`src/pcs_pkg.sv`:
```
package pcs_pkg;

	localparam int CRD_W = 32;
	localparam int RAD_W = 31;

	// command codes as they appear on the func port
	typedef enum logic [3:0] {
		F_MOVE, F_LINE, F_HLINE, F_VLINE, F_QUAD, F_SQUAD, F_CUBIC, F_SCUBIC,
		F_CLOSE, F_RECT, F_CIRCLE, F_RRECT_UNI, F_RRECT_FOUR, F_ELLIPSE,
		F_SPARE_A, F_SPARE_B
	} func_code_t;

	// segment kinds as they appear on the seg_kind port
	localparam logic [1:0] SEG_LINE  = 2'd0;
	localparam logic [1:0] SEG_QUAD  = 2'd1;
	localparam logic [1:0] SEG_CUBIC = 2'd2;
	localparam logic [1:0] SEG_NONE  = 2'd3;

	// command class as seen by the back end
	typedef enum logic [3:0] {
		OP_MOVE,
		OP_LINE,
		OP_HLINE,
		OP_VLINE,
		OP_QUAD,
		OP_SQUAD,
		OP_CUBIC,
		OP_SCUBIC,
		OP_CLOSE,
		OP_RECT,
		OP_RRECT,
		OP_ELLIPSE
	} op_t;

	// classified command, radii already steered to corner order
	typedef struct packed {
		op_t                     op;
		logic                    rel;
		logic signed [CRD_W-1:0] ax;
		logic signed [CRD_W-1:0] ay;
		logic signed [CRD_W-1:0] bx;
		logic signed [CRD_W-1:0] by;
		logic signed [CRD_W-1:0] cx;
		logic signed [CRD_W-1:0] cy;
		logic [RAD_W-1:0]        ra;
		logic [RAD_W-1:0]        rb;
		logic [RAD_W-1:0]        rc;
		logic [RAD_W-1:0]        rd;
	} cmd_t;

	// queue status towards the front end
	typedef struct packed {
		logic full;
		logic empty;
	} q_stat_t;

endpackage

```
`src/pcs_fifo.sv`:
```
module pcs_fifo import pcs_pkg::*; (
	input  logic    clk,
	input  logic    arst_n,
	input  logic    push,
	input  cmd_t    push_cmd,
	output q_stat_t q_stat,
	input  logic    pop,
	output cmd_t    head
);

	localparam int DEPTH = 2;
	localparam int PTR_W = $clog2(DEPTH);

	cmd_t             mem_q [DEPTH];
	logic [PTR_W-1:0] wr_q;
	logic [PTR_W-1:0] rd_q;
	logic [PTR_W:0]   cnt_q;

	assign q_stat.full  = (cnt_q == (PTR_W+1)'(DEPTH));
	assign q_stat.empty = (cnt_q == '0);
	assign head         = mem_q[rd_q];

	// pointers and fill count
	always_ff @(posedge clk or negedge arst_n) begin
		if (!arst_n) begin
			wr_q  <= '0;
			rd_q  <= '0;
			cnt_q <= '0;
		end else begin
			if (push) begin
				wr_q <= wr_q + 1'b1;
			end
			if (pop) begin
				rd_q <= rd_q + 1'b1;
			end
			if (push && !pop) begin
				cnt_q <= cnt_q + 1'b1;
			end else if (pop && !push) begin
				cnt_q <= cnt_q - 1'b1;
			end
		end
	end

	// entry storage
	always_ff @(posedge clk) begin
		if (push) begin
			mem_q[wr_q] <= push_cmd;
		end
	end

endmodule

```
`config.mk`:
```
export PLATFORM = sky130hd
export DESIGN_NAME = pcs_fifo
export DESIGN_NICKNAME = d
export VERILOG_FILES = /design/src/pcs_pkg.sv /design/src/pcs_fifo.sv
export SDC_FILE = /design/constraint.sdc
export NUM_CORES = 1
export LEC_CHECK = 0
export BUFFER_PORTS_ARGS = -buffer_cell sky130_fd_sc_hd__buf_2
export CAP_MARGIN = 0
export CORE_AREA = 2 2 256 258
export DETAILED_ROUTE_END_ITERATION = 16
export DIE_AREA = 0 0 258 260
export GPL_TIMING_DRIVEN = 0
export PLACE_DENSITY = 0.69
export SETUP_SLACK_MARGIN = 0.02
export SYNTH_ARGS = -nofsm -noshare
export SYNTH_HDL_FRONTEND = slang
export SYNTH_SLANG_ARGS = --single-unit
```
`constraint.sdc`:
```
create_clock -name clk -period 15.05 [get_ports clk]
set_clock_uncertainty 0.1 [all_clocks]
set_input_delay 1.505 -clock clk [delete_from_list [all_inputs] [get_ports clk]]
set_output_delay 1.505 -clock clk [all_outputs]
set_load 0.005 [all_outputs]
```
Word-level counts from Yosys, hierarchy flattened:

Memory sizes are Yosys's and may differ from the RTL's.
Index checks and enable logic that the tools add are counted.
Widths: inputs -> output; s select.

* $add $sub $neg: 4
* $mul: 0
* divide/modulo/power cells: 0
* $lt $le $gt $ge: 0
* equality and inequality tests: 1
* shifts and indexed selects: 0
* multiplexer cells: 4
* bitwise operators: 0
* reductions and logical operators: 6

Operators by type and width (number)
* $mux 2: 2
* $add 1x1->1 const B: 2
* $add 2x1->2 const B: 1
* $eq 2x2->1 const B: 1
* $logic_and 1x1->1: 2
* $logic_not 1->1: 2
* $logic_not 2->1: 1
* $mux 1: 2
* $reduce_bool 2->1: 1
* $sub 2x1->2 const B: 1

* register bits: 4
* bits in latches: 0
* bits in writable memories: 642
* ROM bits: 0
* input bits: 325
* logic and storage cells: 19
* memories kept: 1

Memory list
* mem_q: depth 2, bits a word 321, read ports 1, clocked after memory_dff 0, write ports 1, line pcs_fifo.sv:14 `cmd_t mem_q [DEPTH];`

Depth between registers and ports, before layout:

Gate-level depths: netlist of the first run.

* depth after elaboration: 4
* depth in mapped cells: 5

Worst setup path after synthesis of the first run:

OpenSTA, ideal clock, no wires.

* path kind: input port to flip-flop
* start point: input push
* end point: memory mem_q[0][0] in the netlist's numbering, enable pin
* arrival time: 15.297 ns
* slack: -1.395 ns
* cell stages on the path: 1
* path buffers: 0
* cells stage by stage: nor2b_1

* longest elaborated chain between the ends: 2

RTL lines
* start: declaration: line pcs_fifo.sv:4 `input logic push,`
* $mux 1: line pcs_fifo.sv:46 `if (push) begin`
* $mux 1 (not written as such): line pcs_fifo.sv:47 `mem_q[wr_q] <= push_cmd;`
* end: declaration: line pcs_fifo.sv:14

No other way between the ends.

==> run metrics, run 1 <==
Avg Vias per Cell roughly 4.6; CTS Buffer Depth 3; R2R Setup Slk about 12000 ps; switching share of total power 28.0%; Worst-path clk slew 60 ps; Comb power frac 28.7%; Crit Path Class reg2out; Die Area 67100 µm²; CTS Hold Bufs 0; worst hold path type reg2reg; Pwr per Cell Area 187 nW/µm²; leading cell type by number of instances after synthesis edfxtp_1; Max stage delay on crit path 440 ps; internal power between 4 and 5 mW; Rel. slew slack 58.3%; # DRC 0; Post-Synthesis Cells 1015; PostCTS Resize Cnt 0; wire per inst 20.6 µm; Nets roughly 2.1k; Finish-stage setup viols 0; total gr overflow 0; Rows 93; hold path cells 1; fillcell total between 5k and 6k; GPL Wtd Cong 0.841; RSZ-0062 raised after global routing false; starting DRC count in detailed routing about 900; TritonCTS clock tree done; GR Util All Layers between 15 and 20%; asr flop ratio synth 0.619%; Post-Route WL 55200 µm; Layout Utilization 47.6%; HP Start cnt_q[1]; initial antenna violation count 24; fin crit period 3820 ps; drt pass-1 iters 6; CORE AREA 64100 µm²; area share of the largest cell type after synthesis 81.7%; DRT antenna net count 0; Worst setup EP type output pin; post-DP HPWL 39700 µm; MaxCap Viol Count 0; Clock Latency Late Sink 600 ps; FF+latch count, synth 646; routed wl met3 3680 µm; Die X roughly 260 µm; Worst Hold Slack about 410 ps; Fin. Hold Viols 0; Worst Reg-to-Reg Cells 6; DP Worst Slack 11200 ps; worst path cell trace buf_2, buf_6, buf_6, mux2_2, buf_2; Most used DFF post-synth edfxtp_1; TNS Setup 0 ps; Clk network pwr share about 28%; Slowest-stage cell, CP mux2_2; Hold EP cnt_q[1]; largest net degree at the start of global routing between 60 and 70; maximum vdd drop 104 µV; Seq/Total Area, Yosys just over 80%; Post-synth EDFFs 642; Layout area overhead 29.4%; Root Buffer Master clkbuf_16; Post-synth top cells edfxtp_1, mux2_2, mux2_4; status finished clean; Req. time, crit path 13450 ps; vias in the first global route 13.3k; CP startpoint kind flop; Slew Limit Fails 0; wl on met1 20500 µm; syn_nets 1341; share of cells above drive strength 1 between 60% and 70%; Num Clock Sinks 646; I/O pin cnt 648; global-route wire length before repair 79100 µm; worst r2r dst mem_q[0][19]; Psw approximately 1.6 mW; Post-Syn Area per Cell 23.3 µm²; number of buffers created by CTS a little over 70; Reg power frac between 40% and 50%; IO buf count between 600 and 700; Final Worst Setup Slack around 11000 ps; cell type with the highest aggregate area in the netlist edfxtp_1; H-tree depth 3; Tightest Pin Transition 624 ps; mapped cell area 23600 µm²; crit share post-route 25.4%; Yosys Warn Count 0; total number of vias ~12k; P_leak 11.5 nW; Die Height 260 µm; WL met2 between 20000 and 30000 µm; starting density of the core between 30 and 40%; critical path peak fanout 10; Post-CTS Setup Repair Bufs 0; top post-synthesis cells by area edfxtp_1, mux2_2, mux2_4; Peak Freq 0.262 GHz; Yosys cell types 14; top routing layer in use met5; CP arrival 2220 ps; Crit Reg-Reg Startpoint wr_q
==> cells by family after synthesis <==
group	Yosys count	share of synthesized area, %
buf+inv	37	1.60
mux	321	16.0
xor+xnor	5	0.186
simple gates	5	0.111
fa+ha+maj	1	0.0530
flops	646	82.1
==> cells in the final DEF, fill, tap and decap left out <==
cell	count
buf_2	652
edfxtp_1	642
mux2_2	273
clkbuf_16	71
mux2_4	40
buf_6	31
diode_2	22
clkbuf_1	18
clkinv_1	14
buf_12	11
clkinv_2	10
mux2_1	8
inv_6	6
buf_16	5
xor2_1	4
dfrtp_1	4
clkinv_16	3
nor2_1	2
bufinv_16	2
inv_1	1
nor2b_1	1
and2_4	1
nor2b_4	1
xnor2_1	1
ha_1	1
clkinv_8	1
inv_16	1
clkbuf_8	1
clkinv_4	1
clkinvlp_4	1
==> power by group through the flow <==
stage | Clock, mW | Sequential [mW] | Combinational [mW]
after floorplan | 0 | 2.59 | 0.916
after global routing | 1.75 | 2.48 | 1.76
after detailed placement | 0 | 2.49 | 1.67
after global placement | 0 | 2.67 | 1.58
final | 1.63 | 2.45 | 1.64
after CTS | 1.68 | 2.45 | 1.68
==> metal layers <==
metal / track usage (%) / vias to the layer above
li1: - / 5588
met1: 17.5 / 6148
met2: 27.5 / 471
met3: 4.29 / 116
met4: 8.46 / 4
met5: 0 / -
==> through the flow <==
step	total power, mW	cells	instance area [µm²]
global route	5.99	2681	30500
CTS	5.81	2662	30500
detailed placement	4.16	2533	28300
floorplan	3.51	1015	23600
finish	5.72	2684	30600
global placement	4.26	2517	27900
==> cell type report <==
class,instances,area (µm²),area share [%]
Clock buffer,90,1860,6.08
Clock inverter,39,358,1.17
Inverter,1,3.75,0.0123
Sequential cell,646,19400,63.4
Antenna cell,22,55.1,0.180
Tap cell,855,1070,3.50
Buffer,36,374,1.22
Timing Repair Buffer,663,3600,11.8
Multi-Input combinational cell,332,3860,12.6
==> worst max-delay path by stage <==
stage | start | endpoint | slack (ps) | cells past startpoint
5_1_grt | rd_q | head[245] | 11060 | 5
4_1_cts | rd_q | head[245] | 11080 | 5
3_5_place_dp | push | mem_q[0][261] | 11200 | 7
3_3_place_gp | push | mem_q[0][223] | 250 | 2
6_report | rd_q | head[245] | 11230 | 5
2_1_floorplan | push | mem_q[0][0] | 4650 | 1
==> registers in the layout, indices dropped and copies added (netlist names) <==
name   flops
cnt_q      2
mem_q    642
wr_q       1
rd_q       1
==> critical path: cells and delay by family, from the launching register on <==
family	cells	cell delay [ps]
buffers and inverters	4	850
flip-flops	1	310
multiplexers	1	440
Note: power is estimated with default switching activity, not from simulation.
==> run 2: changes to the inputs <==
--- a/config.mk
+++ b/config.mk
@@ -5,13 +5,14 @@
 export SDC_FILE = /design/constraint.sdc
 export NUM_CORES = 1
 export LEC_CHECK = 0
+export ABC_AREA = 1
 export BUFFER_PORTS_ARGS = -buffer_cell sky130_fd_sc_hd__buf_2
 export CAP_MARGIN = 0
-export CORE_AREA = 2 2 256 258
+export CORE_AREA = 2 2 251 253
 export DETAILED_ROUTE_END_ITERATION = 16
-export DIE_AREA = 0 0 258 260
+export DIE_AREA = 0 0 253 255
 export GPL_TIMING_DRIVEN = 0
-export PLACE_DENSITY = 0.69
+export PLACE_DENSITY = 0.68
 export SETUP_SLACK_MARGIN = 0.02
 export SYNTH_ARGS = -nofsm -noshare
 export SYNTH_HDL_FRONTEND = slang
==> constraint.sdc (replaced) <==
create_clock -name clk -period 3.95 [get_ports clk]
set_clock_uncertainty 0.1 [all_clocks]
set_input_delay 0.395 -clock clk [delete_from_list [all_inputs] [get_ports clk]]
set_output_delay 0.395 -clock clk [all_outputs]
set_load 0.005 [all_outputs]
==> run 2 against run 1 <==
  * Sequential power rose to 3.8 times the previous value
  * Synthesized cell count increased by 0.89%
  * Register-to-register slack got worse by 11000 ps
  * Power increased to 3.9 times the previous value
  * Hold slack worse by 350 ps
==> run metrics, run 2 <==
CTS Hold Bufs 324; post-DP HPWL 40400 µm; Worst Reg-to-Reg Cells 8; Post-Syn Area per Cell between 20 and 25 µm²; DP Worst Slack 819 ps; mapped cell area 23600 µm²; PostCTS Resize Cnt 0; wire per inst just over 20 µm; Max stage delay on crit path about 540 ps; total gr overflow 0; leading cell type by number of instances after synthesis edfxtp_1; Layout area overhead 43.4%; fin crit period about 3100 ps; Post-Synthesis Cells 1024; Die Area 64500 µm²; Post-synth EDFFs 642; largest register by flop count mem_q; Clock Latency Late Sink 570 ps; Layout Utilization between 50% and 60%; Inst Count DP 2492; R2R Setup Slk 1040 ps; Root Buffer Master clkbuf_16; IO buf count 647; share of cells above drive strength 1 52.3%; max FFs per register approximately 640; I/O pin cnt about 650; CP startpoint kind primary input; Yosys cell types 15; FF+latch count, synth between 600 and 700; asr flop ratio synth 0.619%; area share of the largest cell type after synthesis 81.6%; MaxCap Viol Count 0; largest registers mem_q (642), cnt_q (2); cell type with the highest aggregate area in the netlist edfxtp_1; Slowest-stage cell, CP dlygate4sd3_1; Slew Limit Fails 0; Rows 92; Worst setup EP type flop; Req. time, crit path 4130 ps; top post-synthesis cells by area edfxtp_1, mux2_2, mux2_4; total number of vias around 14k; critical path peak fanout 27; Post-Route WL between 50000 and 60000 µm; GR Util All Layers 17.6%; Fin. Hold Viols 0; syn_nets around 1.4k; vias in the first global route 15.2k; Pwr per Cell Area 664 nW/µm²; worst r2r dst mem_q[0][232]; Yosys Warn Count 0; CP most frequent cell buf_16; largest net degree at the start of global routing 43; Peak Freq 0.325 GHz; crit share post-route 78.0%; status finished clean; Final Non-Filler Cells 2945; starting density of the core between 30% and 40%; Post-CTS Setup Repair Bufs 0; RSZ-0062 raised after global routing false; Crit Reg-Reg Startpoint wr_q; TNS Setup 0 ps; drt pass-1 iters 5; CP arrival 3260 ps; starting DRC count in detailed routing 738; Rel. slew slack a little under three fifths; Seq/Total Area, Yosys between 80% and 90%; TritonCTS clock tree done; worst path cell trace dlygate4sd3_1, buf_2, inv_1, nor2_4, buf_16, buf_12, buf_12, buf_16, buf_16, buf_12, buf_16; GPL Wtd Cong ~0.80; global-route wire length before repair 86200 µm; P_leak between 10 and 15 nW; Avg Vias per Cell 4.69; most common cell after layout, fill and taps aside buf_2; Top Family by Delay on Critical Path buffers and inverters; Nets 2414; CTS Buffer Depth 3; Finish-stage setup viols 0; Num Clock Sinks 646; DRT antenna net count 0; CORE AREA 62200 µm²; commonest non-fill, non-tap cells in the layout buf_2, edfxtp_1, dlygate4sd3_1; Crit path buffers/inverters 10; Crit Path Class in2reg; initial antenna violation count 9; H-tree depth 3; Final Worst Setup Slack 868 ps; # DRC 0; Most used DFF post-synth edfxtp_1; Post-synth top cells edfxtp_1, mux2_2, mux2_4; worst hold path type in2async; Die X between 200 and 300 µm; number of buffers created by CTS 69; Tightest Pin Transition 665 ps; Worst-path clk slew about 50 ps; Die Height 255 µm; maximum vdd drop 581 µV
-- run 2: final cells by class --
cell class              instances  area, µm²
clock inverters                35        399
fillers                      4756      28300
flip-flops and latches        646      19400
repair buffers                993       6970
multi-input cells             335       3850
clock buffers                  85       1850
inverters                       7       30.0
diodes                          9       22.5
plain buffers                  36        374
well taps                     799       1000
-- run 2: logic make-up after synthesis --
family        share of synthesized area [%]
buf+inv                                1.69
mux                                    15.9
fa+ha+maj                            0.0530
simple gates                          0.175
flops                                  82.0
xor+xnor                              0.111
-- run 2: worst max path at each step --
stage / slack, ps / end / cells past startpoint / startpoint
6_report: 870 / mem_q[0][232] / 11 / push
3_5_place_dp: 820 / mem_q[0][149] / 10 / push
4_1_cts: 920 / mem_q[0][225] / 11 / push
5_1_grt: 720 / mem_q[0][232] / 11 / push
2_1_floorplan: -1850 / mem_q[1][0] / 2 / wr_q
3_3_place_gp: -4700 / mem_q[1][143] / 3 / push
-- run 2: report_power, final --
part	total (mW)	switching [mW]	internal [mW]
Clock	6.42	2.66	3.76
Combinational	6.72	3.32	3.40
Sequential	9.36	0.287	9.07
-- run 2: per-layer routing --
metal	track usage, %	share of wire [%]	wire [µm]
met1	19.3	37	22000
met2	31.8	53	31700
met3	4.77	6.4	3810
met4	8.50	4.1	2450
met5	0	0.015	9
-- run 2: through the flow --
| stage | total power [mW] | hold WS (ps) | instance area, µm² |
|---|---|---|---|
| 6_report | 22.5 | 68.3 | 33900 |
| 5_1_grt | 23.5 | 47.3 | 33900 |
| 4_1_cts | 22.7 | 16.2 | 33900 |
| 3_5_place_dp | 15.9 | 108 | 28400 |
| 3_3_place_gp | 15.9 | 104 | 27900 |
| 2_1_floorplan | 13.2 | -0.591 | 23600 |
