==> src/pcs_pkg.sv <==
package pcs_pkg;

	localparam int CRD_W = 32;
	localparam int RAD_W = 31;

	// command codes as they appear on the func port
	typedef enum logic [3:0] {
		F_MOVE, F_LINE, F_HLINE, F_VLINE, F_QUAD, F_SQUAD, F_CUBIC, F_SCUBIC,
		F_CLOSE, F_RECT, F_CIRCLE, F_RRECT_UNI, F_RRECT_FOUR, F_ELLIPSE,
		F_SPARE_A, F_SPARE_B
	} func_code_t;

	// segment kinds as they appear on the seg_kind port
	localparam logic [1:0] SEG_LINE  = 2'd0;
	localparam logic [1:0] SEG_QUAD  = 2'd1;
	localparam logic [1:0] SEG_CUBIC = 2'd2;
	localparam logic [1:0] SEG_NONE  = 2'd3;

	// command class as seen by the back end
	typedef enum logic [3:0] {
		OP_MOVE,
		OP_LINE,
		OP_HLINE,
		OP_VLINE,
		OP_QUAD,
		OP_SQUAD,
		OP_CUBIC,
		OP_SCUBIC,
		OP_CLOSE,
		OP_RECT,
		OP_RRECT,
		OP_ELLIPSE
	} op_t;

	// classified command, radii already steered to corner order
	typedef struct packed {
		op_t                     op;
		logic                    rel;
		logic signed [CRD_W-1:0] ax;
		logic signed [CRD_W-1:0] ay;
		logic signed [CRD_W-1:0] bx;
		logic signed [CRD_W-1:0] by;
		logic signed [CRD_W-1:0] cx;
		logic signed [CRD_W-1:0] cy;
		logic [RAD_W-1:0]        ra;
		logic [RAD_W-1:0]        rb;
		logic [RAD_W-1:0]        rc;
		logic [RAD_W-1:0]        rd;
	} cmd_t;

	// queue status towards the front end
	typedef struct packed {
		logic full;
		logic empty;
	} q_stat_t;

endpackage

==> src/pcs_front.sv <==
module pcs_front import pcs_pkg::*; (
	input  logic                    clk,
	input  logic                    arst_n,
	input  logic                    in_valid,
	output logic                    in_stall,
	input  logic [3:0]              func,
	input  logic                    relative,
	input  logic signed [CRD_W-1:0] pa_x,
	input  logic signed [CRD_W-1:0] pa_y,
	input  logic signed [CRD_W-1:0] pb_x,
	input  logic signed [CRD_W-1:0] pb_y,
	input  logic signed [CRD_W-1:0] pc_x,
	input  logic signed [CRD_W-1:0] pc_y,
	input  logic [RAD_W-1:0]        rad_a,
	input  logic [RAD_W-1:0]        rad_b,
	input  logic [RAD_W-1:0]        rad_c,
	input  logic [RAD_W-1:0]        rad_d,
	input  q_stat_t                 q_stat,
	output logic                    push,
	output cmd_t                    push_cmd
);

	cmd_t cmd_d;
	logic keep_d;
	cmd_t cmd_s1;
	logic valid_s1;
	logic load;

	// classify the command and steer the radii
	always_comb begin
		cmd_d     = '0;
		cmd_d.rel = relative;
		cmd_d.ax  = pa_x;
		cmd_d.ay  = pa_y;
		cmd_d.bx  = pb_x;
		cmd_d.by  = pb_y;
		cmd_d.cx  = pc_x;
		cmd_d.cy  = pc_y;
		cmd_d.ra  = rad_a;
		cmd_d.rb  = rad_a;
		cmd_d.rc  = rad_a;
		cmd_d.rd  = rad_a;
		cmd_d.op  = OP_MOVE;
		keep_d    = 1'b1;
		case (func)
			F_MOVE:   cmd_d.op = OP_MOVE;
			F_LINE:   cmd_d.op = OP_LINE;
			F_HLINE:  cmd_d.op = OP_HLINE;
			F_VLINE:  cmd_d.op = OP_VLINE;
			F_QUAD:   cmd_d.op = OP_QUAD;
			F_SQUAD:  cmd_d.op = OP_SQUAD;
			F_CUBIC:  cmd_d.op = OP_CUBIC;
			F_SCUBIC: cmd_d.op = OP_SCUBIC;
			F_CLOSE:  cmd_d.op = OP_CLOSE;
			F_RECT:   cmd_d.op = OP_RECT;
			F_CIRCLE: cmd_d.op = OP_ELLIPSE;
			F_RRECT_UNI: begin
				cmd_d.op = (rad_a == '0) ? OP_RECT : OP_RRECT;
			end
			F_RRECT_FOUR: begin
				cmd_d.op = OP_RRECT;
				cmd_d.rb = rad_b;
				cmd_d.rc = rad_c;
				cmd_d.rd = rad_d;
			end
			F_ELLIPSE: begin
				cmd_d.op = OP_ELLIPSE;
				cmd_d.rb = rad_b;
			end
			default: keep_d = 1'b0;
		endcase
	end

	// one register stage ahead of the queue
	assign load     = !valid_s1 || !q_stat.full;
	assign in_stall = !load;

	always_ff @(posedge clk or negedge arst_n) begin
		if (!arst_n) begin
			valid_s1 <= 1'b0;
		end else if (load) begin
			valid_s1 <= in_valid && keep_d;
		end
	end

	always_ff @(posedge clk) begin
		if (load && in_valid) begin
			cmd_s1 <= cmd_d;
		end
	end

	assign push     = valid_s1 && !q_stat.full;
	assign push_cmd = cmd_s1;

endmodule

==> config.mk <==
export PLATFORM = sky130hd
export DESIGN_NAME = pcs_front
export DESIGN_NICKNAME = d
export VERILOG_FILES = /design/src/pcs_pkg.sv /design/src/pcs_front.sv
export SDC_FILE = /design/constraint.sdc
export NUM_CORES = 1
export LEC_CHECK = 0
export BUFFER_PORTS_ARGS = -buffer_cell sky130_fd_sc_hd__buf_2
export CAP_MARGIN = 20
export CORE_AREA = 2 2 250 252
export CTS_CLUSTER_DIAMETER = 60
export CTS_CLUSTER_SIZE = 16
export DETAILED_ROUTE_END_ITERATION = 10
export DIE_AREA = 0 0 252 254
export PLACE_DENSITY = 0.52
export SYNTH_ARGS = -nofsm -noshare
export SYNTH_HDL_FRONTEND = slang
export SYNTH_SLANG_ARGS = --single-unit
export TNS_END_PERCENT = 50
==> constraint.sdc <==
create_clock -name clk -period 30 [get_ports clk]
set_input_delay 6 -clock clk [delete_from_list [all_inputs] [get_ports clk]]
set_output_delay 6 -clock clk [all_outputs]
set_load 0.01 [all_outputs]
### Word level (Yosys, flattened, before mapping)

Cells that the tools add are included.

* RAM bits: 0
* bits in read-only memories: 0
* input port bits: 326
* bits in latches: 0
* logic and storage cells: 43
* register bits: 322
* memories: 0
* output and inout port bits: 323

* multipliers: 0
* bitwise gates (word level): 0
* $add $sub $neg: 0
* shifts and indexed selects: 0
* divide/modulo/power cells: 0
* $lt $le $gt $ge: 0
* reduce and logical (&&, ||, !) cells: 12
* equality and inequality tests: 13
* multiplexer cells: 5

Operators by type and width (number)
* 62-bit two-way mux: 1
* 4-bit case mux with 12 select lines: 1
* 31-bit logical NOT: 1
* 31-bit two-way mux: 1
* 4-bit equality test, second input constant: 6
* 4-bit by 3-bit equality test with 1-bit output, second input constant: 4
* 14-bit OR reduction: 1
* 4-bit by 2-bit equality test with 1-bit output, second input constant: 2
* 4-bit by 1-bit equality test with 1-bit output, second input constant: 1
* 4-bit logical NOT: 1
* 2-bit OR reduction: 2
* 1-bit logical AND: 3
* 1-bit logical NOT: 3
* 2-bit two-way mux: 1
* 1-bit logical OR: 1
* 1-bit two-way mux: 1

### Logic depth before layout (Yosys ltp)

Gate-level depths: netlist of the first run.

* depth in word-level cells: 4
* gate-level depth with buffers: 6
* gate-level depth less buffers: 4

### Least setup slack after synthesis of the first run

OpenSTA, ideal clock, no wires.

* path kind: input to register
* start point: input q_stat[1] (netlist name)
* end point: register cmd_s1 (netlist bit push_cmd[0]), enable pin
* stages: 2
* path buffers: 0
* slack: 8657 ps
* data arrival time: 20297 ps
* required time: 28954 ps
* setup time: 1046 ps
* path through: and2_1 > nor2b_1

* cells in the longest elaborated chain, start to end: 3

RTL lines
* start: declaration: RTL line pcs_front.sv:18 `input q_stat_t q_stat,`
* 1-bit logical NOT: RTL line pcs_front.sv:75 `assign load = !valid_s1 || !q_stat.full;`
* 1-bit logical OR: RTL line pcs_front.sv:75
* 1-bit logical AND: RTL line pcs_front.sv:87 `if (load && in_valid) begin`
* end signal: assignment: RTL line pcs_front.sv:88 `cmd_s1 <= cmd_d;`
* end: declaration: RTL line pcs_front.sv:25 `cmd_t cmd_s1;`

No other way between the ends.
A chain may end at the register's enable or synchronous reset.

### Final worst setup path of the first run

* start point: input q_stat[1] (netlist name)
* end point: output in_stall

* cells in the longest elaborated chain, start to end: 3

RTL lines
* 1-bit logical NOT: RTL line pcs_front.sv:75
* 1-bit logical OR: RTL line pcs_front.sv:75
* 1-bit logical NOT: RTL line pcs_front.sv:76 `assign in_stall = !load;`
* end: declaration: RTL line pcs_front.sv:5 `output logic in_stall,`

No other way between the ends.

==> impl_metrics.env, run 1 <==
export IMPL_status="finished clean"
export IMPL_criticalPathCategory="in2out"
export IMPL_yosys_area_share_simple_pct=6.62
export IMPL_synth_xor_area_share_pct=0
export IMPL_critPathBufInv=2
export IMPL_synth_top_family_by_area="simple AND/OR/NAND/NOR gates"
export IMPL_crit_family="buffers and inverters"
export IMPL_die_y_um=254
export IMPL_synth_top_area_share_pct=88.9
export IMPL_area_growth_pct=48.2
export IMPL_worst_path_largest_cell_delay_ns=0.19
export IMPL_cts_setup_buffers=0
export IMPL_worstSkewPairLatency_ns=0.59
export IMPL_synth_mux_area_share_pct=3.22
export IMPL_vias=7447
export IMPL_dp_hpwl_mm=28.6
export IMPL_place_area_mm2=0.0151
export IMPL_ys_flop_type="edfxtp_1"
export IMPL_h_tree_depth=1
export IMPL_grt_ovfl_total=0
export IMPL_tightest_slew_ns=1.12
export IMPL_antenna_found_initial=12
export IMPL_globalplace_congestion=0.828
export IMPL_yosys_top_cells_area="edfxtp_1 (89%), nand2_1 (5.4%), mux2_2 (3.2%)"
export IMPL_cts_resized=0
export IMPL_maxCapViolCount=0
export IMPL_remaining_drc_errors=0
export IMPL_r2r_cells=3
export IMPL_min_period_over_period_pct=41.5
export IMPL_grtUsageTotal_pct=10.5
export IMPL_cp_end_kind="output pin"
export IMPL_cp_start_kind="primary input"
export IMPL_post_place_ws_ns=17.55
export IMPL_setup_viol=0
export IMPL_via_per_inst=3.67
export IMPL_die_w_um=252
export IMPL_firstDrtPassIters=4
export IMPL_cp_common_cell="buf_2"
export IMPL_required_ns=24.00
export IMPL_clock_skew_ns=0.0256
export IMPL_die_area_mm2=0.0640
export IMPL_cts_tree="built"
export IMPL_detail_route_iter0_violations=346
export IMPL_max_freq_mhz=80.3
export IMPL_ctsHoldBuffers=0
export IMPL_comb_power_share_pct=9.1
export IMPL_synthesis_area_mm2=0.0108
export IMPL_yosysTopAreaCell="edfxtp_1"
export IMPL_layout_drive_gt1_share_pct=59.4
export IMPL_start_util_pct=17.7
export IMPL_cts_buffers_inserted=30
export IMPL_seq_area_frac_synth_pct=89.2
export IMPL_syn_nets=874
export IMPL_synth_compound_area_share_pct=0.404
export IMPL_wl_per_cell_um=18.0
export IMPL_antenna_left=0
export IMPL_ys_warn_count=0
export IMPL_synth_most_common_cell="edfxtp_1"
export IMPL_worst_path_max_delay_cell="and2_1"
export IMPL_synth_cell_types=22
export IMPL_synth_avg_cell_area_um2=19.8
export IMPL_syn_instance_count=548
export IMPL_slew_headroom_pct=25.3
export IMPL_post_route_min_period_ns=12.45
export IMPL_portBuffers=647
export IMPL_io_pins=649
export IMPL_worstHoldPathType="reg2reg"
export IMPL_synth_commonest_cells="edfxtp_1 (321), nand2_1 (157), mux2_2 (31)"
export IMPL_drv_slew=0
export IMPL_internal_power_w=0.000770
export IMPL_worstPathCellList="buf_2 -> and2_1 -> buf_2"
export IMPL_final_area_mm2=0.0161
export IMPL_path_clk_slew_ns=0.06
export IMPL_netSwitchingFraction_pct=23.7
export IMPL_cts_root_buffer="clkbuf_16"
export IMPL_layout_nets=1546
export IMPL_leakage_nw=6.72
export IMPL_clock_path_buffers=3
export IMPL_critPathArrivalTime_ns=6.45
export IMPL_cts_sinks=322
export IMPL_rsz0062_at_grt="no"
export IMPL_holdPathStages=2
export IMPL_synthAdderAreaFrac_pct=0
export IMPL_grt_pass1_wl_mm=50.1
export IMPL_peakVddDrop_v=0.0000381
export IMPL_grt_max_degree=164
export IMPL_grt_pass1_vias=7803
export IMPL_synth_edf_count=321
export IMPL_finalSetupTns_ns=0
export IMPL_p_clk_share_pct=37.9
export IMPL_finalHoldViolCount=0
export IMPL_core_area_mm2=0.0613
export IMPL_path_max_fanout=3
export IMPL_cp_depth=3
export IMPL_setup_slack_ns=17.55
export IMPL_power_frac_seq_pct=53.0
export IMPL_ys_ff_latch=322
export IMPL_routed_wirelength_mm=36.6
export IMPL_power_density_mw_per_mm2=62.9
export IMPL_switchingPower_w=0.000239
export IMPL_ys_async_sr_fraction_pct=0.311
export IMPL_rows=91
==> flip-flops by register name, summed over array words and instances, names as in the netlist <==
name,flops
valid_s1,1
push_cmd,321
==> worst paths after layout <==
kind | endpoint | slack [ns] | from
min reg2reg | valid_s1 | 0.68 | valid_s1
min in group asynchronous | valid_s1 | 5.19 | arst_n
min | valid_s1 | 0.68 | valid_s1
max reg2reg | push_cmd[299] | 28.04 | valid_s1
max in group asynchronous | valid_s1 | 24.73 | arst_n
max | in_stall | 17.55 | q_stat[1]
==> tightest hold or removal path: stages, from the launching register on <==
cell	delay (ns)
dfrtp_1	0.33
and2_1	0.20
a21o_1	0.11
==> layout make-up <==
type | instances | area, um2
fillers | 6458 | 45200
flip-flops and latches | 322 | 9660
repair buffers | 653 | 3320
multi-input cells | 213 | 1120
well taps | 790 | 988
clock buffers | 32 | 758
clock inverters | 17 | 208
diodes | 4 | 10.0
==> cell usage in the layout, fill, tap and decap left out, types with 2 or more instances in the layout <==
cell type   instances
a21oi_1             2
nand2_1           157
inv_8               5
mux2_2             31
buf_4               3
inv_6               3
bufinv_16           2
buf_2             647
and2_1              2
clkinv_8            2
edfxtp_1          321
nor2b_1             2
clkbuf_1            2
clkbuf_16          30
clkinvlp_4          2
buf_12              2
diode_2             4
nor4_1              6
==> metal layers <==
metal / vias to the layer above / wire length (um) / track usage [%]
met2: 418 / 18400 / 18.7
met5: - / 56 / 0
met1: 3556 / 13300 / 11.5
li1: 3405 / - / -
met3: 60 / 3950 / 4.17
met4: 8 / 974 / 3.28
==> power by group through the flow <==
stage	Sequential (W)	Clock, W	Combinational, W
final	0.000535	0.000383	0.0000914
after global placement	0.000545	0	0.0000926
after CTS	0.000536	0.000397	0.0000938
after detailed placement	0.000545	0	0.0000937
after floorplan	0.000574	0	0.0000178
after global routing	0.000538	0.000412	0.0000997
==> through the flow <==
step	power, W	util (%)	hold slack (ns)	cells
2_1_floorplan	0.000591	-	0.630	548
3_3_place_gp	0.000637	24.6	0.652	1977
3_5_place_dp	0.000639	24.6	0.670	1978
4_1_cts	0.00103	26.2	0.683	2027
5_1_grt	0.00105	26.2	0.713	2027
6_report	0.00101	26.2	0.679	2031
==> cell families (layout without fill, tap and decap cells) <==
| family | count (synthesis) | in the layout |
|---|---|---|
| DFF | 322 | 322 |
| muxes | 31 | 31 |
| and+or+nand+nor | 175 | 175 |
| AOI/OAI and AO/OA | 7 | 7 |
| buffers and inverters | 13 | 702 |
| other | 0 | 4 |
Power figures use the tool's default switching activity.
==> inputs of run 2 (changes only) <==
Settings changed: CORE_AREA 2 2 250 252 to 2 2 256 258, DIE_AREA 0 0 252 254 to 0 0 258 260, PLACE_DENSITY 0.52 to 0.51.
Clock period 30 ns to 10.9 ns, I/O delays scaled along.
==> run 2 against run 1 <==
Net effect: utilization shrank 1.1 points; setup slack got worse by 11 ns; die area up 4.8%; count of clock-buffer cells in the layout fell by 1; register-to-register slack lost 20 ns; routed wire length shrank 0.62%; power increased to 2.7 times the previous value; clock skew down 0.014 ns; critical path depth did not move; critical path type unchanged; critical endpoint unchanged; highest routed layer unchanged.
==> impl_metrics.env, run 2 (synthesized netlist as in run 1, its figures left out) <==
export IMPL_worst_path_max_delay_cell="and2_1"
export IMPL_dp_hpwl_mm=28.4
export IMPL_grt_pass1_vias=7894
export IMPL_fin_cells=2094
export IMPL_cts_sinks=322
export IMPL_slew_headroom_pct=36.1
export IMPL_via_per_inst=3.54
export IMPL_wl_per_cell_um=17.4
export IMPL_vias=7403
export IMPL_die_w_um=258
export IMPL_clock_skew_ns=0.0117
export IMPL_criticalPathCategory="in2out"
export IMPL_critPathArrivalTime_ns=2.64
export IMPL_core_area_mm2=0.0641
export IMPL_grt_pass1_wl_mm=50.3
export IMPL_path_max_fanout=3
export IMPL_grt_ovfl_total=0
export IMPL_start_util_pct=16.9
export IMPL_die_y_um=260
export IMPL_r2r_cells=4
export IMPL_remaining_drc_errors=0
export IMPL_finalHoldViolCount=0
export IMPL_die_area_mm2=0.0671
export IMPL_portBuffers=647
export IMPL_grtUsageTotal_pct=10.0
export IMPL_final_common_cell="buf_2"
export IMPL_rows=93
export IMPL_area_growth_pct=48.9
export IMPL_max_freq_mhz=207
export IMPL_cp_start_kind="primary input"
export IMPL_maxCapViolCount=0
export IMPL_rsz0062_at_grt="no"
export IMPL_path_clk_slew_ns=0.06
export IMPL_p_clk_share_pct=37.8
export IMPL_final_area_mm2=0.0161
export IMPL_worstSkewPairLatency_ns=0.57
export IMPL_cp_common_cell="buf_2"
export IMPL_power_frac_seq_pct=53.1
export IMPL_internal_power_w=0.00213
export IMPL_firstDrtPassIters=4
export IMPL_peakVddDrop_v=0.0000998
export IMPL_h_tree_depth=1
export IMPL_cts_setup_buffers=0
export IMPL_dpl_cell_count=2043
export IMPL_place_area_mm2=0.0152
export IMPL_worstHoldPathType="reg2reg"
export IMPL_cp_end_kind="output pin"
export IMPL_status="finished clean"
export IMPL_layout_drive_gt1_share_pct=59.7
export IMPL_globalplace_congestion=0.835
export IMPL_switchingPower_w=0.000646
export IMPL_p_total_w=0.00278
export IMPL_antenna_left=0
export IMPL_cts_root_buffer="clkbuf_16"
export IMPL_routed_wirelength_mm=36.4
export IMPL_worstPathCellList="buf_2 -> and2_1 -> buf_2"
export IMPL_post_place_ws_ns=5.91
export IMPL_leakage_nw=6.73
export IMPL_tightest_slew_ns=0.950
export IMPL_netSwitchingFraction_pct=23.3
export IMPL_finalSetupTns_ns=0
export IMPL_largest_reg_flops=321
export IMPL_post_route_min_period_ns=4.82
export IMPL_cts_tree="built"
export IMPL_most_common_layout_cells="buf_2 (647), edfxtp_1 (321), nand2_1 (157), mux2_2 (31), clkbuf_16 (31)"
export IMPL_ctsHoldBuffers=0
export IMPL_min_period_over_period_pct=44.3
export IMPL_detail_route_iter0_violations=519
export IMPL_required_ns=8.72
export IMPL_grt_max_degree=161
export IMPL_cts_buffers_inserted=30
export IMPL_worst_path_largest_cell_delay_ns=0.20
export IMPL_power_density_mw_per_mm2=172
export IMPL_drv_slew=0
export IMPL_clock_path_buffers=3
export IMPL_layout_nets=1546
export IMPL_io_pins=649
export IMPL_cts_resized=0
export IMPL_holdPathStages=2
export IMPL_antenna_found_initial=6
export IMPL_comb_power_share_pct=9.0
export IMPL_setup_slack_ns=6.08
export IMPL_setup_viol=0
## run 2: worst max-delay path: cells and delay by family
family                 cells  cell delay (ns)
AND/OR/NAND/NOR            1             0.20
buffers and inverters      2             0.26
## run 2: area by class of cell
type                            instances  area (um2)
Sequential cell                       322        9660
Timing Repair Buffer                  653        3300
Clock buffer                           31         776
Antenna cell                            1        2.50
Clock inverter                         19         203
Tap cell                              855        1070
Multi-Input combinational cell        213        1120
Fill cell                            6775       48000
## run 2: power by group through the flow
stage               Clock [W]  Sequential, W  Combinational [W]
global route          0.00113        0.00148           0.000273
CTS                   0.00109        0.00148           0.000258
detailed placement          0        0.00150           0.000258
global placement            0        0.00150           0.000255
finish                0.00105        0.00147           0.000251
floorplan                   0        0.00155          0.0000494
## run 2: path summary, 6_finish.rpt
kind	startpoint	end	slack [ns]
max in group asynchronous	arst_n	valid_s1	9.42
max reg2reg	valid_s1	push_cmd[254]	7.89
min reg2reg	valid_s1	valid_s1	0.68
min	valid_s1	valid_s1	0.68
min in group asynchronous	arst_n	valid_s1	1.39
max	q_stat[1]	in_stall	6.08
## run 2: per-layer routing
metal  GRT usage [%]  routed length, um  vias up
met5               0                 21        -
met4            2.52                690        4
met3            3.17               3370       42
met2            18.2              18600      415
met1            11.4              13700     3546
li1                -                  -     3396
## run 2: per-stage QoR
stage               utilization [%]  hold slack (ns)
finish                         25.2            0.683
global route                   25.2            0.745
CTS                            25.2            0.684
detailed placement             23.6            0.655
global placement               23.6            0.652
floorplan                         -            0.682
==> inputs of run 3 (changes only) <==
Settings changed: CORE_AREA 2 2 256 258 to 2 2 251 253, DIE_AREA 0 0 258 260 to 0 0 253 255.
Clock period 10.9 ns to 4.71 ns, I/O delays scaled along.
==> run 3 against run 2 <==
Net effect: routed wire length is 2.8% higher; critical path depth increased by 1; largest power group unchanged; worst hold slack got worse by 0.50 ns; highest routed layer unchanged; die area down 3.8%; non-clock buffer count up 1; count of clock-buffer cells in the layout up 7; power is 140% higher; clock power rose to 2.6 times the previous value; sequential share of layout area decreased by 0.35 points; sequential cell count unchanged; utilization rose by 0.94 points.
==> impl_metrics.env, run 3 (synthesized netlist as in run 1, its figures left out) <==
export IMPL_worst_path_largest_cell_delay_ns=0.71
export IMPL_tightest_slew_ns=0.892
export IMPL_largest_reg_flops=321
export IMPL_place_area_mm2=0.0151
export IMPL_final_area_mm2=0.0162
export IMPL_h_tree_depth=2
export IMPL_worstHoldPathType="in2async"
export IMPL_finalHoldViolCount=0
export IMPL_die_y_um=255
export IMPL_grt_ovfl_total=0
export IMPL_cts_sinks=322
export IMPL_start_util_pct=17.4
export IMPL_die_w_um=253
export IMPL_hold_ws_ns=0.185
export IMPL_worst_path_max_delay_cell="buf_4"
export IMPL_layout_nets=1551
export IMPL_power_density_mw_per_mm2=412
export IMPL_criticalPathCategory="in2reg"
export IMPL_drv_slew=0
export IMPL_portBuffers=647
export IMPL_maxCapViolCount=0
export IMPL_critPathArrivalTime_ns=2.50
export IMPL_required_ns=4.87
export IMPL_dpl_cell_count=1988
export IMPL_cp_start_kind="primary input"
export IMPL_max_freq_mhz=427
export IMPL_worstSkewPairLatency_ns=0.54
export IMPL_wl_per_cell_um=18.3
export IMPL_dp_hpwl_mm=29.2
export IMPL_vias=7516
export IMPL_leakage_nw=6.79
export IMPL_utilization_pct=26.1
export IMPL_grt_busiest_layer="met2"
export IMPL_rows=92
export IMPL_grt_pass1_vias=7535
export IMPL_cts_resized=0
export IMPL_cts_buffers_inserted=34
export IMPL_grt_max_degree=110
export IMPL_met2_usage_pct=19.0
export IMPL_worstPathCellList="buf_2 -> and2_4 -> nor2b_4 -> buf_4"
export IMPL_cp_end_kind="flop"
export IMPL_core_area_mm2=0.0622
export IMPL_cts_setup_buffers=0
export IMPL_fin_cells=2050
export IMPL_rsz0062_at_grt="no"
export IMPL_post_route_min_period_ns=2.34
export IMPL_clock_path_buffers=3
export IMPL_peakVddDrop_v=0.000290
export IMPL_path_clk_slew_ns=0.06
export IMPL_io_pins=649
export IMPL_crit_family="buffers and inverters"
export IMPL_remaining_drc_errors=0
export IMPL_ctsHoldBuffers=0
export IMPL_via_per_inst=3.67
export IMPL_most_common_layout_cells="buf_2 (647), edfxtp_1 (321), nand2_1 (157), clkbuf_16 (34), mux2_2 (31)"
export IMPL_status="finished clean"
export IMPL_layout_drive_gt1_share_pct=59.5
export IMPL_grt_use_met1_pct=11.3
export IMPL_cts_tree="built"
export IMPL_grt_pass1_wl_mm=49.4
export IMPL_detail_route_iter0_violations=379
export IMPL_antenna_found_initial=9
export IMPL_globalplace_congestion=0.805
export IMPL_min_period_over_period_pct=49.8
export IMPL_path_max_fanout=60
export IMPL_slew_headroom_pct=40.5
export IMPL_grtUsageTotal_pct=10.6
export IMPL_area_growth_pct=49.7
export IMPL_firstDrtPassIters=5
export IMPL_antenna_left=0
export IMPL_routed_wirelength_mm=37.5
export IMPL_final_common_cell="buf_2"
export IMPL_critPathBufInv=2
export IMPL_use_met3_pct=4.37
export IMPL_setup_viol=0
export IMPL_clock_skew_ns=0.0105
export IMPL_die_area_mm2=0.0645
export IMPL_cts_root_buffer="clkbuf_16"
run 3: area by class of cell:
cell class	count	area, um2
Antenna cell	3	7.51
Clock buffer	38	866
Clock inverter	21	236
Fill cell	6509	45900
Multi-Input combinational cell	213	1120
Sequential cell	322	9660
Tap cell	799	1000
Timing Repair Buffer	654	3330
run 3: stage by stage:
step           setup slack, ns  setup TNS (ns)  power (W)
2_1_floorplan            -1.57         -503.94    0.00370
3_3_place_gp              1.76               0    0.00407
3_5_place_dp              1.72               0    0.00408
4_1_cts                   2.33               0    0.00683
5_1_grt                   2.24               0    0.00697
6_report                  2.37               0    0.00668
run 3: power breakdown:
part	switching (W)	internal, W	total (W)
logic	0.000351	0.000237	0.000588
registers	0.0000454	0.00337	0.00341
clock network	0.00120	0.00149	0.00268
total	0.00159	0.00509	0.00668
run 3: path summary, 6_finish.rpt:
path,start,end,slack (ns),cells after the start
max,q_stat[1],push_cmd[134],2.37,4
min,arst_n,valid_s1,0.19,1
max reg2reg,valid_s1,push_cmd[134],2.52,3
min reg2reg,valid_s1,valid_s1,0.64,2
max in group asynchronous,arst_n,valid_s1,4.43,1
min in group clk,pc_y[29],push_cmd[153],0.57,1
run 3: per-layer routing:
metal	routed length [um]	part of all wire [%]
met2	19300	52
met1	13600	36
met3	3760	10
met5	51	0.14
met4	755	2.0
